## config.mk

```make
export PLATFORM = sky130hd
export DESIGN_NAME = pattern_removal_stream_filter
export DESIGN_NICKNAME = d
export VERILOG_FILES = /design/src/rtl/prf_pkg.sv /design/src/rtl/prf_front.sv /design/src/rtl/prf_itemq.sv /design/src/rtl/prf_back.sv /design/src/rtl/prf_outq.sv /design/src/rtl/pattern_removal_stream_filter.sv
export SDC_FILE = /design/constraint.sdc
export NUM_CORES = 1
export LEC_CHECK = 0
export ABC_AREA = 1
export BUFFER_PORTS_ARGS = -buffer_cell sky130_fd_sc_hd__buf_2
export CAP_MARGIN = 40
export CORE_MARGIN = 8
export CORE_UTILIZATION = 32
export CTS_CLUSTER_DIAMETER = 80
export DETAILED_ROUTE_END_ITERATION = 7
export HOLD_SLACK_MARGIN = 0.03
export MAX_ROUTING_LAYER = met4
export SLEW_MARGIN = 25
export SYNTH_ARGS = -nofsm -noshare
export SYNTH_HDL_FRONTEND = slang
export SYNTH_SLANG_ARGS = --single-unit
```

## constraint.sdc

```tcl
create_clock -name clk -period 8.5 [get_ports clk]
set_input_delay 1.7 -clock clk [delete_from_list [all_inputs] [get_ports clk]]
set_output_delay 1.7 -clock clk [all_outputs]
set_load 0.01 [all_outputs]
```

## src/rtl/prf_pkg.sv

```systemverilog
// Shared types and constants for the pattern removal stream filter.
`default_nettype none
package prf_pkg;

  localparam int PATTERN_MAX = 8;
  localparam int BYTE_W      = 8;
  localparam int PAT_W       = BYTE_W * PATTERN_MAX;
  localparam int CNT_W       = $clog2(PATTERN_MAX + 1);
  localparam int IDX_W       = (PATTERN_MAX > 1) ? $clog2(PATTERN_MAX) : 1;
  localparam int REM_W       = 16;
  localparam int CFG_DATA_W  = 64;
  localparam int CFG_IDX_W   = 2;
  localparam int LEN_FIELD_W = 4;

  // item queue between front and back (power of two depth)
  localparam int IQ_DEPTH = 4;
  localparam int IQ_PTR_W = $clog2(IQ_DEPTH);
  localparam int IQ_CNT_W = $clog2(IQ_DEPTH + 1);

  // result queue at the output (power of two depth)
  localparam int OQ_DEPTH = 2;
  localparam int OQ_PTR_W = $clog2(OQ_DEPTH);
  localparam int OQ_CNT_W = $clog2(OQ_DEPTH + 1);

  localparam logic [CFG_IDX_W-1:0] CFG_IDX_PATTERN = 2'd0;
  localparam logic [CFG_IDX_W-1:0] CFG_IDX_LEN     = 2'd1;

  typedef logic [BYTE_W-1:0] byte_t;

  typedef struct packed {
    byte_t data;
    logic  last;
  } item_t;

  typedef struct packed {
    byte_t             data;
    logic              valid;
    logic              last;
    logic [REM_W-1:0]  count;
  } result_t;

  // configuration seen by the back end; len already clamped to PATTERN_MAX
  typedef struct packed {
    logic [PAT_W-1:0] pattern;
    logic [CNT_W-1:0] len;
  } cfg_t;

  typedef enum logic [1:0] {
    ST_RUN,
    ST_LOOP,
    ST_END
  } state_t;

endpackage
`default_nettype wire

```

## src/rtl/prf_front.sv

```systemverilog
// Front end: configuration registers and input acceptance into the item queue.
`default_nettype none
module prf_front (
  input  logic                                clk,
  input  logic                                rst_n,
  input  logic                                in_push,
  output logic                                in_full,
  input  logic [prf_pkg::BYTE_W-1:0]          in_byte,
  input  logic                                in_last,
  input  logic                                cfg_valid,
  output logic                                cfg_ready,
  input  logic [prf_pkg::CFG_IDX_W-1:0]       cfg_index,
  input  logic [prf_pkg::CFG_DATA_W-1:0]      cfg_data,
  input  logic                                q_full,
  output logic                                q_push,
  output prf_pkg::item_t                      q_item,
  output prf_pkg::cfg_t                       cfg
);

  logic [prf_pkg::PAT_W-1:0]       pattern_r;
  logic [prf_pkg::LEN_FIELD_W-1:0] len_r;
  logic [prf_pkg::PAT_W-1:0]       pattern_nxt;
  logic [prf_pkg::LEN_FIELD_W-1:0] len_nxt;

  assign cfg_ready = 1'b1;

  always_comb begin
    pattern_nxt = pattern_r;
    len_nxt     = len_r;
    if (cfg_valid) begin
      unique case (cfg_index)
        prf_pkg::CFG_IDX_PATTERN: pattern_nxt = cfg_data[prf_pkg::PAT_W-1:0];
        prf_pkg::CFG_IDX_LEN:     len_nxt     = cfg_data[prf_pkg::LEN_FIELD_W-1:0];
        default: ;
      endcase
    end
  end

  always_ff @(posedge clk) begin
    if (!rst_n) begin
      pattern_r <= '0;
      len_r     <= '0;
    end else begin
      pattern_r <= pattern_nxt;
      len_r     <= len_nxt;
    end
  end

  // lengths beyond the window size act as the full window
  always_comb begin
    cfg.pattern = pattern_r;
    if ({{prf_pkg::CNT_W{1'b0}}, len_r} > (prf_pkg::CNT_W + prf_pkg::LEN_FIELD_W)'(prf_pkg::PATTERN_MAX))
      cfg.len = prf_pkg::CNT_W'(prf_pkg::PATTERN_MAX);
    else
      cfg.len = prf_pkg::CNT_W'(len_r);
  end

  assign in_full     = q_full;
  assign q_push      = in_push && !q_full;
  assign q_item.data = in_byte;
  assign q_item.last = in_last;

endmodule
`default_nettype wire

```

## src/rtl/prf_itemq.sv

```systemverilog
// Short item queue that decouples the front end from the back end.
`default_nettype none
module prf_itemq (
  input  logic           clk,
  input  logic           rst_n,
  input  logic           push,
  input  prf_pkg::item_t item_in,
  output logic           full,
  input  logic           pop,
  output logic           empty,
  output prf_pkg::item_t item_out
);

  prf_pkg::item_t                  mem_r [prf_pkg::IQ_DEPTH];
  logic [prf_pkg::IQ_PTR_W-1:0]    wr_ptr_r, rd_ptr_r;
  logic [prf_pkg::IQ_CNT_W-1:0]    count_r, count_nxt;
  logic                            push_ok, pop_ok;

  assign full     = (count_r == prf_pkg::IQ_CNT_W'(prf_pkg::IQ_DEPTH));
  assign empty    = (count_r == '0);
  assign push_ok  = push && !full;
  assign pop_ok   = pop && !empty;
  assign item_out = mem_r[rd_ptr_r];

  always_comb begin
    count_nxt = count_r;
    if (push_ok && !pop_ok)
      count_nxt = count_r + prf_pkg::IQ_CNT_W'(1);
    else if (pop_ok && !push_ok)
      count_nxt = count_r - prf_pkg::IQ_CNT_W'(1);
  end

  always_ff @(posedge clk) begin
    if (!rst_n) begin
      wr_ptr_r <= '0;
      rd_ptr_r <= '0;
      count_r  <= '0;
    end else begin
      count_r <= count_nxt;
      if (push_ok) wr_ptr_r <= wr_ptr_r + prf_pkg::IQ_PTR_W'(1);
      if (pop_ok)  rd_ptr_r <= rd_ptr_r + prf_pkg::IQ_PTR_W'(1);
    end
  end

  always_ff @(posedge clk) begin
    if (push_ok) mem_r[wr_ptr_r] <= item_in;
  end

endmodule
`default_nettype wire

```

## src/rtl/prf_back.sv

```systemverilog
// Back end: window, pattern match, emit/drop sequencer and end-of-text flush.
`default_nettype none
module prf_back (
  input  logic             clk,
  input  logic             rst_n,
  input  prf_pkg::cfg_t    cfg,
  input  logic             q_valid,
  input  prf_pkg::item_t   q_item,
  output logic             q_pop,
  input  logic             oq_full,
  output logic             oq_push,
  output prf_pkg::result_t oq_data
);

  localparam int PM = prf_pkg::PATTERN_MAX;

  prf_pkg::state_t              state_r, state_nxt;
  prf_pkg::byte_t               w_r   [PM];
  prf_pkg::byte_t               wv    [PM];
  prf_pkg::byte_t               w_nxt [PM];
  logic [prf_pkg::CNT_W-1:0]    cnt_r, cv, cnt_nxt, shamt;
  logic                         last_r, lv;
  logic                         pend_v_r;
  prf_pkg::byte_t               pend_b_r;
  logic [prf_pkg::REM_W-1:0]    rem_r, rem_nxt;

  logic go, step;
  logic loop_c, flush_c, match_c, emit_c, more, fin, pend_load;

  // go: this cycle's action can proceed (room downstream, item if needed)
  always_comb begin
    go = 1'b0;
    unique case (state_r)
      prf_pkg::ST_RUN:  go = !oq_full && q_valid;
      prf_pkg::ST_LOOP: go = !oq_full;
      prf_pkg::ST_END:  go = !oq_full;
      default:          go = 1'b0;
    endcase
  end

  assign step  = go && (state_r != prf_pkg::ST_END);
  assign q_pop = go && (state_r == prf_pkg::ST_RUN);

  // one iteration of the window sequencer
  always_comb begin
    logic                    match_all;
    logic [prf_pkg::CNT_W:0] src;
    lv = (state_r == prf_pkg::ST_RUN) ? q_item.last : last_r;
    cv = (state_r == prf_pkg::ST_RUN) ? cnt_r + prf_pkg::CNT_W'(1) : cnt_r;
    for (int i = 0; i < PM; i++) begin
      if (state_r == prf_pkg::ST_RUN && prf_pkg::CNT_W'(i) == cnt_r)
        wv[i] = q_item.data;
      else
        wv[i] = w_r[i];
    end

    match_all = 1'b1;
    for (int i = 0; i < PM; i++) begin
      if (prf_pkg::CNT_W'(i) < cfg.len &&
          wv[i] != cfg.pattern[prf_pkg::BYTE_W*i +: prf_pkg::BYTE_W])
        match_all = 1'b0;
    end

    loop_c  = (cv != '0) && (cv >= cfg.len);
    flush_c = !loop_c && lv && (cv != '0);
    match_c = loop_c && (cfg.len != '0) && match_all;
    emit_c  = (loop_c && !match_c) || flush_c;

    if (match_c)     shamt = cfg.len;
    else if (emit_c) shamt = prf_pkg::CNT_W'(1);
    else             shamt = '0;

    cnt_nxt = cv - shamt;
    for (int i = 0; i < PM; i++) begin
      src = (prf_pkg::CNT_W + 1)'(i) + {1'b0, shamt};
      if (src < (prf_pkg::CNT_W + 1)'(PM))
        w_nxt[i] = wv[src[prf_pkg::IDX_W-1:0]];
      else
        w_nxt[i] = '0;
    end

    rem_nxt = (match_c && rem_r != '1) ? rem_r + prf_pkg::REM_W'(1) : rem_r;
    more    = ((cnt_nxt != '0) && (cnt_nxt >= cfg.len)) || (lv && cnt_nxt != '0);

    // in a closing step the newest emitted byte is held back until we know
    // whether it is the final result of the text
    pend_load = step && lv && emit_c && (pend_v_r || more);
    fin       = step && lv && !more && !(emit_c && pend_v_r);
  end

  // next state
  always_comb begin
    state_nxt = state_r;
    unique case (state_r)
      prf_pkg::ST_RUN, prf_pkg::ST_LOOP: begin
        if (go) begin
          if (more)                        state_nxt = prf_pkg::ST_LOOP;
          else if (lv && emit_c && pend_v_r) state_nxt = prf_pkg::ST_END;
          else                             state_nxt = prf_pkg::ST_RUN;
        end
      end
      prf_pkg::ST_END: begin
        if (go) state_nxt = prf_pkg::ST_RUN;
      end
      default: state_nxt = prf_pkg::ST_RUN;
    endcase
  end

  // result write
  always_comb begin
    oq_push = 1'b0;
    oq_data = '0;
    unique case (state_r)
      prf_pkg::ST_END: begin
        oq_push       = go;
        oq_data.data  = pend_b_r;
        oq_data.valid = 1'b1;
        oq_data.last  = 1'b1;
        oq_data.count = rem_r;
      end
      prf_pkg::ST_RUN, prf_pkg::ST_LOOP: begin
        if (go) begin
          if (!lv) begin
            oq_push       = emit_c;
            oq_data.data  = wv[0];
            oq_data.valid = 1'b1;
          end else if (emit_c) begin
            if (pend_v_r) begin
              oq_push       = 1'b1;
              oq_data.data  = pend_b_r;
              oq_data.valid = 1'b1;
            end else if (!more) begin
              oq_push       = 1'b1;
              oq_data.data  = wv[0];
              oq_data.valid = 1'b1;
              oq_data.last  = 1'b1;
              oq_data.count = rem_nxt;
            end
          end else if (!more) begin
            oq_push       = 1'b1;
            oq_data.data  = pend_v_r ? pend_b_r : '0;
            oq_data.valid = pend_v_r;
            oq_data.last  = 1'b1;
            oq_data.count = rem_nxt;
          end
        end
      end
      default: ;
    endcase
  end

  always_ff @(posedge clk) begin
    if (!rst_n) begin
      state_r  <= prf_pkg::ST_RUN;
      cnt_r    <= '0;
      last_r   <= 1'b0;
      pend_v_r <= 1'b0;
      rem_r    <= '0;
    end else begin
      state_r <= state_nxt;
      if (step) begin
        cnt_r  <= cnt_nxt;
        last_r <= lv;
        rem_r  <= fin ? '0 : rem_nxt;
        if (pend_load)
          pend_v_r <= 1'b1;
        else if (fin)
          pend_v_r <= 1'b0;
      end else if (go) begin
        pend_v_r <= 1'b0;
        rem_r    <= '0;
      end
    end
  end

  always_ff @(posedge clk) begin
    if (step) begin
      w_r <= w_nxt;
      if (pend_load) pend_b_r <= wv[0];
    end
  end

endmodule
`default_nettype wire

```

## src/rtl/prf_outq.sv

```systemverilog
// Result queue that holds finished results until the receiver pops them.
`default_nettype none
module prf_outq (
  input  logic             clk,
  input  logic             rst_n,
  input  logic             push,
  input  prf_pkg::result_t data_in,
  output logic             full,
  input  logic             pop,
  output logic             empty,
  output prf_pkg::result_t data_out
);

  prf_pkg::result_t             mem_r [prf_pkg::OQ_DEPTH];
  logic [prf_pkg::OQ_PTR_W-1:0] wr_ptr_r, rd_ptr_r;
  logic [prf_pkg::OQ_CNT_W-1:0] count_r, count_nxt;
  logic                         push_ok, pop_ok;

  assign full     = (count_r == prf_pkg::OQ_CNT_W'(prf_pkg::OQ_DEPTH));
  assign empty    = (count_r == '0);
  assign push_ok  = push && !full;
  assign pop_ok   = pop && !empty;
  assign data_out = mem_r[rd_ptr_r];

  always_comb begin
    count_nxt = count_r;
    if (push_ok && !pop_ok)
      count_nxt = count_r + prf_pkg::OQ_CNT_W'(1);
    else if (pop_ok && !push_ok)
      count_nxt = count_r - prf_pkg::OQ_CNT_W'(1);
  end

  always_ff @(posedge clk) begin
    if (!rst_n) begin
      wr_ptr_r <= '0;
      rd_ptr_r <= '0;
      count_r  <= '0;
    end else begin
      count_r <= count_nxt;
      if (push_ok) wr_ptr_r <= wr_ptr_r + prf_pkg::OQ_PTR_W'(1);
      if (pop_ok)  rd_ptr_r <= rd_ptr_r + prf_pkg::OQ_PTR_W'(1);
    end
  end

  always_ff @(posedge clk) begin
    if (push_ok) mem_r[wr_ptr_r] <= data_in;
  end

endmodule
`default_nettype wire

```

## src/rtl/pattern_removal_stream_filter.sv

```systemverilog
// Top level of the pattern removal stream filter.
// Usage:
//  - Input channel (in_push/in_full): one text character per transaction,
//    in_last marks the final character of a text.
//  - Result channel (out_empty/out_pop): the oldest result sits on out_* while
//    out_empty is low; out_valid is low only on an empty closing result.
//    out_removed_count carries the removal count on the out_last result.
//  - Config channel (cfg_valid/cfg_ready, always ready): index 0 writes the
//    pattern bytes, index 1 the pattern length. Write only while idle.
//  - Accepted characters pass the item queue, their results the result queue.
//  - Throughput: 1 character per cycle in steady state while the result queue
//    has room. The back-end sequencer handles one emit/drop or flush step per
//    cycle, so a closing character takes one step per emit/drop or flush, plus
//    an ST_END step when its final result is a held-back byte, and a length
//    change can add steps on the next character.
//  - Reset (rst_n low, synchronous) empties both queues and the window and
//    clears the configuration to length 0 (pass-through).
//  - When the receiver stalls, the result queue fills, the sequencer holds,
//    the 4-entry item queue absorbs input and then in_full rises.
`default_nettype none
module pattern_removal_stream_filter (
  input  logic                               clk,
  input  logic                               rst_n,
  // input channel
  input  logic                               in_push,
  output logic                               in_full,
  input  logic [prf_pkg::BYTE_W-1:0]         in_byte,
  input  logic                               in_last,
  // result channel
  input  logic                               out_pop,
  output logic                               out_empty,
  output logic [prf_pkg::BYTE_W-1:0]         out_byte,
  output logic                               out_valid,
  output logic                               out_last,
  output logic [prf_pkg::REM_W-1:0]          out_removed_count,
  // configuration channel
  input  logic                               cfg_valid,
  output logic                               cfg_ready,
  input  logic [prf_pkg::CFG_IDX_W-1:0]      cfg_index,
  input  logic [prf_pkg::CFG_DATA_W-1:0]     cfg_data
);

  prf_pkg::cfg_t    cfg;
  prf_pkg::item_t   iq_in, iq_out;
  prf_pkg::result_t oq_in, oq_out;
  logic             iq_push, iq_full, iq_pop, iq_empty;
  logic             oq_push, oq_full;

  // front: config registers, accept transaction into the item queue
  prf_front u_front (
    .clk       (clk),
    .rst_n     (rst_n),
    .in_push   (in_push),
    .in_full   (in_full),
    .in_byte   (in_byte),
    .in_last   (in_last),
    .cfg_valid (cfg_valid),
    .cfg_ready (cfg_ready),
    .cfg_index (cfg_index),
    .cfg_data  (cfg_data),
    .q_full    (iq_full),
    .q_push    (iq_push),
    .q_item    (iq_in),
    .cfg       (cfg)
  );

  // decoupling queue between front and back
  prf_itemq u_itemq (
    .clk      (clk),
    .rst_n    (rst_n),
    .push     (iq_push),
    .item_in  (iq_in),
    .full     (iq_full),
    .pop      (iq_pop),
    .empty    (iq_empty),
    .item_out (iq_out)
  );

  // back: window, match, emit/drop and flush sequencing
  prf_back u_back (
    .clk     (clk),
    .rst_n   (rst_n),
    .cfg     (cfg),
    .q_valid (!iq_empty),
    .q_item  (iq_out),
    .q_pop   (iq_pop),
    .oq_full (oq_full),
    .oq_push (oq_push),
    .oq_data (oq_in)
  );

  // result queue parts the sequencer from the receiver
  prf_outq u_outq (
    .clk      (clk),
    .rst_n    (rst_n),
    .push     (oq_push),
    .data_in  (oq_in),
    .full     (oq_full),
    .pop      (out_pop),
    .empty    (out_empty),
    .data_out (oq_out)
  );

  assign out_byte          = oq_out.data;
  assign out_valid         = oq_out.valid;
  assign out_last          = oq_out.last;
  assign out_removed_count = oq_out.count;

endmodule
`default_nettype wire

```

# Word level (Yosys, flattened, before mapping)
# Memories as Yosys holds them, arrays and structs flattened. A register that Yosys moved wholly into a read port is not among the register bits.
# Index checks and enable logic that the tools add are counted.
[totals]
ff_bits = 175
mem_bits_rw = 88
inputBits = 80
out_inout_bits = 29
n_memories = 2
[mem_list]
columns = ["name", "depth", "width", "rd", "rd_ports_with_merged_regs", "write_ports", "line_no", "text"]
rows = [
  ["u_outq.mem_r", 2, 26, 1, 1, 1, "prf_outq.sv:14", "prf_pkg::result_t mem_r [prf_pkg::OQ_DEPTH];"],
  ["u_itemq.mem_r", 4, 9, 1, 1, 1, "prf_itemq.sv:14", "prf_pkg::item_t mem_r [prf_pkg::IQ_DEPTH];"],
]
[classes]
addsub = 18
order_cmp = 27
eq_ne = 25
n_mux = 87
n_bitwise = 8
reduce_logical = 78
[op_table]
columns = ["operator", "n"]
rows = [
  ["8-bit 2-to-1 mux", 25],
  ["8-bit binary-select mux with 3-bit select", 8],
  ["26-bit 2-to-1 mux", 4],
  ["16-bit 2-to-1 mux", 4],
  ["8-bit inequality test", 8],
  ["26-bit one-hot mux with 2 select lines", 1],
  ["1-bit logical AND", 45],
  ["5-bit by 4-bit less-than comparator with 1-bit output (second input constant)", 7],
  ["17-bit 2-to-1 mux", 2],
  ["4-bit >= comparator (second input constant)", 8],
  ["3-bit inverter with 4-bit output", 8],
  ["1-bit 2-to-1 mux", 25],
  ["3-bit by 4-bit adder with 5-bit output (first input constant)", 4],
  ["9-bit 2-to-1 mux", 2],
  ["16-bit by 1-bit adder with 16-bit output (second input constant)", 1],
  ["3-bit by 4-bit equality test with 1-bit output (first input constant)", 4],
  ["3-bit by 4-bit less-than comparator with 1-bit output (first input constant)", 4],
  ["2-bit 2-to-1 mux", 8],
  ["16-bit inequality test (second input constant)", 1],
  ["1-bit zero test", 12],
  ["4-bit 2-to-1 mux", 3],
  ["4-bit nonzero test", 3],
  ["2-bit by 4-bit adder with 5-bit output (first input constant)", 2],
  ["2-bit AND reduction", 5],
  ["other kinds (30)", 49],
]

# Longest topological paths before layout
[logic_depth]
ltp_word = 34
depth_mapped = 45
mapped_depth_nobuf = 42

# Modules after synthesis
# A second synthesis with hierarchy kept.
[hier_totals]
hier_cells = 2524
hier_area_um2 = 17765.8
[modules_own_cells]
columns = ["module", "instances", "cells_each", "area_each_um2"]
rows = [
  ["prf_back", 1, 1782, 10510.1],
  ["prf_front", 1, 466, 3165.5],
  ["prf_outq", 1, 119, 2225.9],
  ["prf_itemq", 1, 156, 1860.5],
  ["pattern_removal_stream_filter", 1, 1, 3.8],
]

# Least setup slack after synthesis
# OpenSTA, ideal clock, no wires.
[synth_path]
path_type = "reg-to-reg"
start = "register u_back.state_r[1]"
end = "memory u_outq.mem_r[0][0] (netlist bit), enable pin"
setup_time_ps = 409
t_arrival_ps = 5770
t_required_ps = 8091
path_slack_ps = 2322
path_stages_with_launch = 33
n_path_buf = 3
synth_period_minus_slack_ps = 6178
cell_sequence = "dfxtp_1 -> inv_1 -> ha_1 -> buf_4 -> inv_1 -> nor4_1 -> xor2_1 -> inv_1 -> ha_1 -> o21ai_0 -> nand2_1 -> nand3_1 -> a21oi_1 -> nand2_1 -> nor2_4 -> nand2_4 -> a21boi_4 -> nand2_2 -> buf_6 -> buf_2 -> ha_1 -> fa_1 -> inv_1 -> ha_1 -> a21boi_0 -> o21a_1 -> o21ai_0 -> nand2_1 -> nand2_2 -> o21ai_0 -> nand2_1 -> nand2_1 -> nor2_1"
[synth_via]
elab_chain_cells = 32
elab_cells_between_ends = 76
classes_between = "add/sub (1); order compare (2); eq/ne (10); mux (29); reduce/logical (34)"
[synth_lines]
columns = ["element", "line_no", "text"]
rows = [
  ["start, declared", "prf_back.sv:17", "prf_pkg::state_t state_r, state_nxt;"],
  ["start signal, assigned", "prf_back.sv:154", "state_r <= prf_pkg::ST_RUN;"],
  ["start signal, assigned", "prf_back.sv:160", "state_r <= state_nxt;"],
  ["2-bit zero test (*)", "prf_back.sv:48, prf_back.sv:49, prf_back.sv:51", ""],
  ["1-bit logical AND", "prf_back.sv:51", "if (state_r == prf_pkg::ST_RUN && prf_pkg::CNT_W'(i) == cnt_r)"],
  ["8-bit 2-to-1 mux", "prf_back.sv:51", ""],
  ["8-bit inequality test", "prf_back.sv:60", "wv[i] != cfg.pattern[prf_pkg::BYTE_W*i +: prf_pkg::BYTE_W])"],
  ["1-bit logical AND", "prf_back.sv:59", "if (prf_pkg::CNT_W'(i) < cfg.len &&"],
  ["1-bit 2-to-1 mux (8 in series)", "prf_back.sv:59", ""],
  ["1-bit logical AND", "prf_back.sv:66", "match_c = loop_c && (cfg.len != '0) && match_all;"],
  ["1-bit zero test", "prf_back.sv:67", "emit_c = (loop_c && !match_c) || flush_c;"],
  ["(+5 left out)", "--", ""],
  ["named net u_back.cnt_nxt, one bit", "prf_back.sv:21", "logic [prf_pkg::CNT_W-1:0] cnt_r, cv, cnt_nxt, shamt;"],
  ["(+4 left out)", "--", ""],
  ["1-bit 2-to-1 mux", "prf_back.sv:128", "if (pend_v_r) begin"],
  ["1-bit 2-to-1 mux (*)", "prf_back.sv:127", "end else if (emit_c) begin"],
  ["1-bit 2-to-1 mux (*)", "prf_back.sv:123", "if (!lv) begin"],
  ["1-bit 2-to-1 mux (*)", "prf_back.sv:122", "if (go) begin"],
  ["1-bit one-hot mux with 2 select lines (*)", "prf_back.sv:113", "unique case (state_r)"],
  ["1-bit logical AND (*)", "prf_outq.sv:21", "assign push_ok = push && !full;"],
  ["1-bit 2-to-1 mux (*)", "prf_outq.sv:46", "if (push_ok) mem_r[wr_ptr_r] <= data_in;"],
  ["1-bit 2-to-1 mux (implied by the code) (*)", "prf_outq.sv:46", ""],
  ["end, declared", "prf_outq.sv:14", ""],
]
# Mark *: on every way through the listed nets, which the timed path passes. The rest lies on a longest branch.

# Worst setup path after layout
[layout_path]
start = "register u_back.state_r[1]"
end = "register u_outq.count_r[1] (netlist bit)"
[layout_via]
elab_chain_cells = 33
elab_cells_between_ends = 79
classes_between = "add/sub (1); order compare (2); eq/ne (10); mux (28); reduce/logical (38)"
[layout_lines]
columns = ["element", "line_no", "text"]
rows = [
  ["2-bit zero test (*)", "prf_back.sv:48, prf_back.sv:49, prf_back.sv:51", ""],
  ["1-bit logical AND", "prf_back.sv:51", ""],
  ["8-bit 2-to-1 mux", "prf_back.sv:51", ""],
  ["8-bit inequality test", "prf_back.sv:60", ""],
  ["1-bit logical AND", "prf_back.sv:59", ""],
  ["1-bit 2-to-1 mux (8 in series)", "prf_back.sv:59", ""],
  ["1-bit logical AND", "prf_back.sv:66", ""],
  ["1-bit zero test", "prf_back.sv:67", ""],
  ["(+5 left out)", "--", ""],
  ["named net u_back.cnt_nxt, one bit", "prf_back.sv:21", ""],
  ["(+6 left out)", "--", ""],
  ["1-bit 2-to-1 mux (*)", "prf_back.sv:123", ""],
  ["1-bit 2-to-1 mux (*)", "prf_back.sv:122", ""],
  ["1-bit one-hot mux with 2 select lines (*)", "prf_back.sv:113", ""],
  ["1-bit logical AND (*)", "prf_outq.sv:21", ""],
  ["named net u_outq.push_ok", "prf_outq.sv:17", "logic push_ok, pop_ok;"],
  ["1-bit zero test", "prf_outq.sv:29", "else if (pop_ok && !push_ok)"],
  ["1-bit logical AND", "prf_outq.sv:29", ""],
  ["2-bit nonzero test (no source line)", "--", ""],
  ["end signal, assigned", "prf_outq.sv:39", "count_r <= count_nxt;"],
  ["end, declared", "prf_outq.sv:16", "logic [prf_pkg::OQ_CNT_W-1:0] count_r, count_nxt;"],
]
# Marked as above.
# A chain may end at the register's enable or synchronous reset.

==> impl_metrics.tcl <==
set metrics [dict create \
    setup_tns_ns 0 \
    antenna_found_initial 0 \
    timing.critical_path.arrival_ns 7.43 \
    postSynthCellCount 2183 \
    synth_top_family_by_area "simple AND/OR/NAND/NOR gates" \
    fp.dieH_um 241 \
    status "complete, no violations" \
    crit_required_ns 8.93 \
    period_share_pct 82.4 \
    grt_pass1_wl_mm 88.5 \
    slowest_stage "ha_1" \
    worstSetupStartpointType "register" \
    cts_tree "done" \
    worst_pin_slew_ns 0.805 \
    fill_cells 5242 \
    place.gp.congestion 0.996 \
    dieArea_um2 58200 \
    final_cell_mix "nand2_1 (635), nand3_1 (234), nor2_1 (210), inv_1 (181), edfxtp_1 (160)" \
    synth-compound-area-share_pct 11.2 \
    grt_max_degree 82 \
    port_buffers 107 \
    post_cts_resized 0 \
    ys_ff_latch 266 \
    via_per_inst 5.11 \
    ys_async_sr_fraction_pct 0 \
    synth_nets 2299 \
    fin_crit_ns 7.00 \
    die_x_um 241 \
    vias 15124 \
    clock_latency_ns 0.55 \
    slew_headroom_pct 46.3 \
    clk_path_buf_depth 3 \
    setup_viol 0 \
    hp-class "reg2reg" \
    ctsHoldBuffers 0 \
    hold_viol 0 \
    io_pins 109 \
    rows 82 \
    start_util_pct 32.4 \
    grt-ovfl-total 0 \
    grt.total_usage_pct 20.7 \
    grt_pass1_vias 14539 \
    synth_flop_cell "edfxtp_1" \
    drt_iter0_markers 1309 \
    layout_commonest_cell "nand2_1" \
    yosys_warnings 0 \
    cts_sinks 266 \
    numCtsBuffers 35 \
    clk_pin_slew_ns 0.06 \
    drive_above_1_share_pct 12.5 \
    yosys.area_share.simple_pct 31.4 \
    core_area_um2 50200 \
    area_growth_pct 14.1 \
    dp_hpwl_mm 44.8 \
    ys_types 48 \
    clock_tree.root_cell "clkbuf_16" \
    cpPeakStageDelay_ns 0.51 \
    end_kind "register" \
    ys_seq_area_share_pct 42.7 \
    detail-route-antenna-nets 0 \
    crit_type "reg2reg" \
    clock-skew-final_ns 0.0219 \
    h-tree-depth 2 \
    synth_mux_area_share_pct 2.79 \
    dr.pass1.iters 6 \
    cap_violations 0 \
    crit_fanout 15 \
    synth-edff-count 160 \
    rsz0062_at_grt "no" \
    synth-xor-area-share_pct 1.56 \
    drv_slew 0 \
    cts_setup_buffers 0 \
    avgRoutedWirePerCell_um 20.1 \
    worst_path_most_repeated_cell "nand2_1" \
    syn_area_um2 16200 \
    avgSynthCellArea_um2 7.44 \
    final_nets 2377 \
    wirelength_mm 59.4 \
    yosys.area_share.adder_pct 2.87 \
    fmax_mhz 143 \
    drc 0 \
]
==> critical path, delay by kind of cell (launching register included) <==
family | cells | cell delay (ns)
AOI/OAI and AO/OA | 7 | 0.98
xor gates and xnor gates | 1 | 0.23
adders and majority gates | 4 | 1.44
buffers and inverters | 6 | 0.83
DFF | 1 | 0.37
and+or+nand+nor | 23 | 3.00
==> per-layer routing <==
metal,GRT usage [%],wire length (um)
met1,24.8,24900
met2,34.2,28600
met3,2.62,2960
met4,10.1,3020
met5,-,0
==> flip-flops by register name (all words and copies together) (netlist names), named ones only <==
name,flops
u_front.len_r,4
u_back.rem_r,16
u_back.last_r,1
u_front.pattern_r,64
u_itemq.rd_ptr_r,2
u_outq.rd_ptr_r,1
u_itemq.mem_r,36
u_back.w_r,64
u_back.cnt_r,4
u_outq.count_r,2
u_back.pend_v_r,1
u_back.pend_b_r,8
u_back.state_r,2
u_itemq.wr_ptr_r,2
u_outq.wr_ptr_r,1
u_outq.mem_r,52
u_itemq.count_r,3
==> per-stage QoR <==
| step | hold WS, ns | instances | setup slack (ns) | util (%) | area, um2 |
|---|---|---|---|---|---|
| floorplan | 0.436 | 2183 | 2.32 | - | 16200 |
| global route | 0.489 | 2958 | 0.866 | 36.9 | 18500 |
| finish | 0.472 | 2959 | 1.50 | 36.9 | 18500 |
| detailed placement | 0.465 | 2894 | 1.39 | 34.7 | 17400 |
| global placement | 0.457 | 2885 | 1.42 | 34.5 | 17300 |
| CTS | 0.473 | 2956 | 1.35 | 36.9 | 18500 |
==> area by class of cell <==
class                      instances  area, um2  share of cell area, %
tap                              672        841                   4.54
multi-input combinational       1624       8130                   43.9
clock buffer                      47        972                   5.25
inverter                         198        746                   4.02
timing repair buffer             136        785                   4.23
sequential                       266       6930                   37.4
antenna                            1       2.50                 0.0135
clock inverter                    15        125                  0.675
==> final timing paths <==
kind         slack [ns]  depth (start not counted)                   from                    end
max                1.50                         41      u_back.state_r[1]      u_outq.count_r[1]
min                0.47                          2  u_front.pattern_r[31]  u_front.pattern_r[31]
max reg2reg        1.50                         41      u_back.state_r[1]      u_outq.count_r[1]
min reg2reg        0.47                          2  u_front.pattern_r[31]  u_front.pattern_r[31]
==> cells in the mapped netlist (all sizes together), types with 5 or more instances <==
cell | n | area [um2]
nand2 | 648 | 2470
nand3 | 248 | 1310
nor2 | 222 | 908
inv | 191 | 719
o21ai | 161 | 810
edfxtp | 160 | 4800
a21oi | 132 | 664
dfxtp | 106 | 2120
clkbuf | 54 | 203
buf | 41 | 259
o211ai | 37 | 278
ha | 34 | 425
mux2 | 26 | 293
xor2 | 21 | 203
mux2i | 16 | 160
nand3b | 16 | 120
or2 | 15 | 93.8
nand4 | 12 | 75.1
and2 | 8 | 50.1
clkinv | 7 | 26.3
nor3 | 6 | 30.0
nor4 | 6 | 37.5
xnor2 | 5 | 51.3
==> kinds of logic after synthesis <==
logic type / Yosys count
mux: 42
simple gates: 1182
fa+ha+maj: 36
flops: 266
compound gates: 337
xor+xnor: 26
buf+inv: 293
other cells: 1
Power is left out: the tool's default activity adds up to more than one toggle a clock period on the data nets, which glitch-free logic cannot reach.
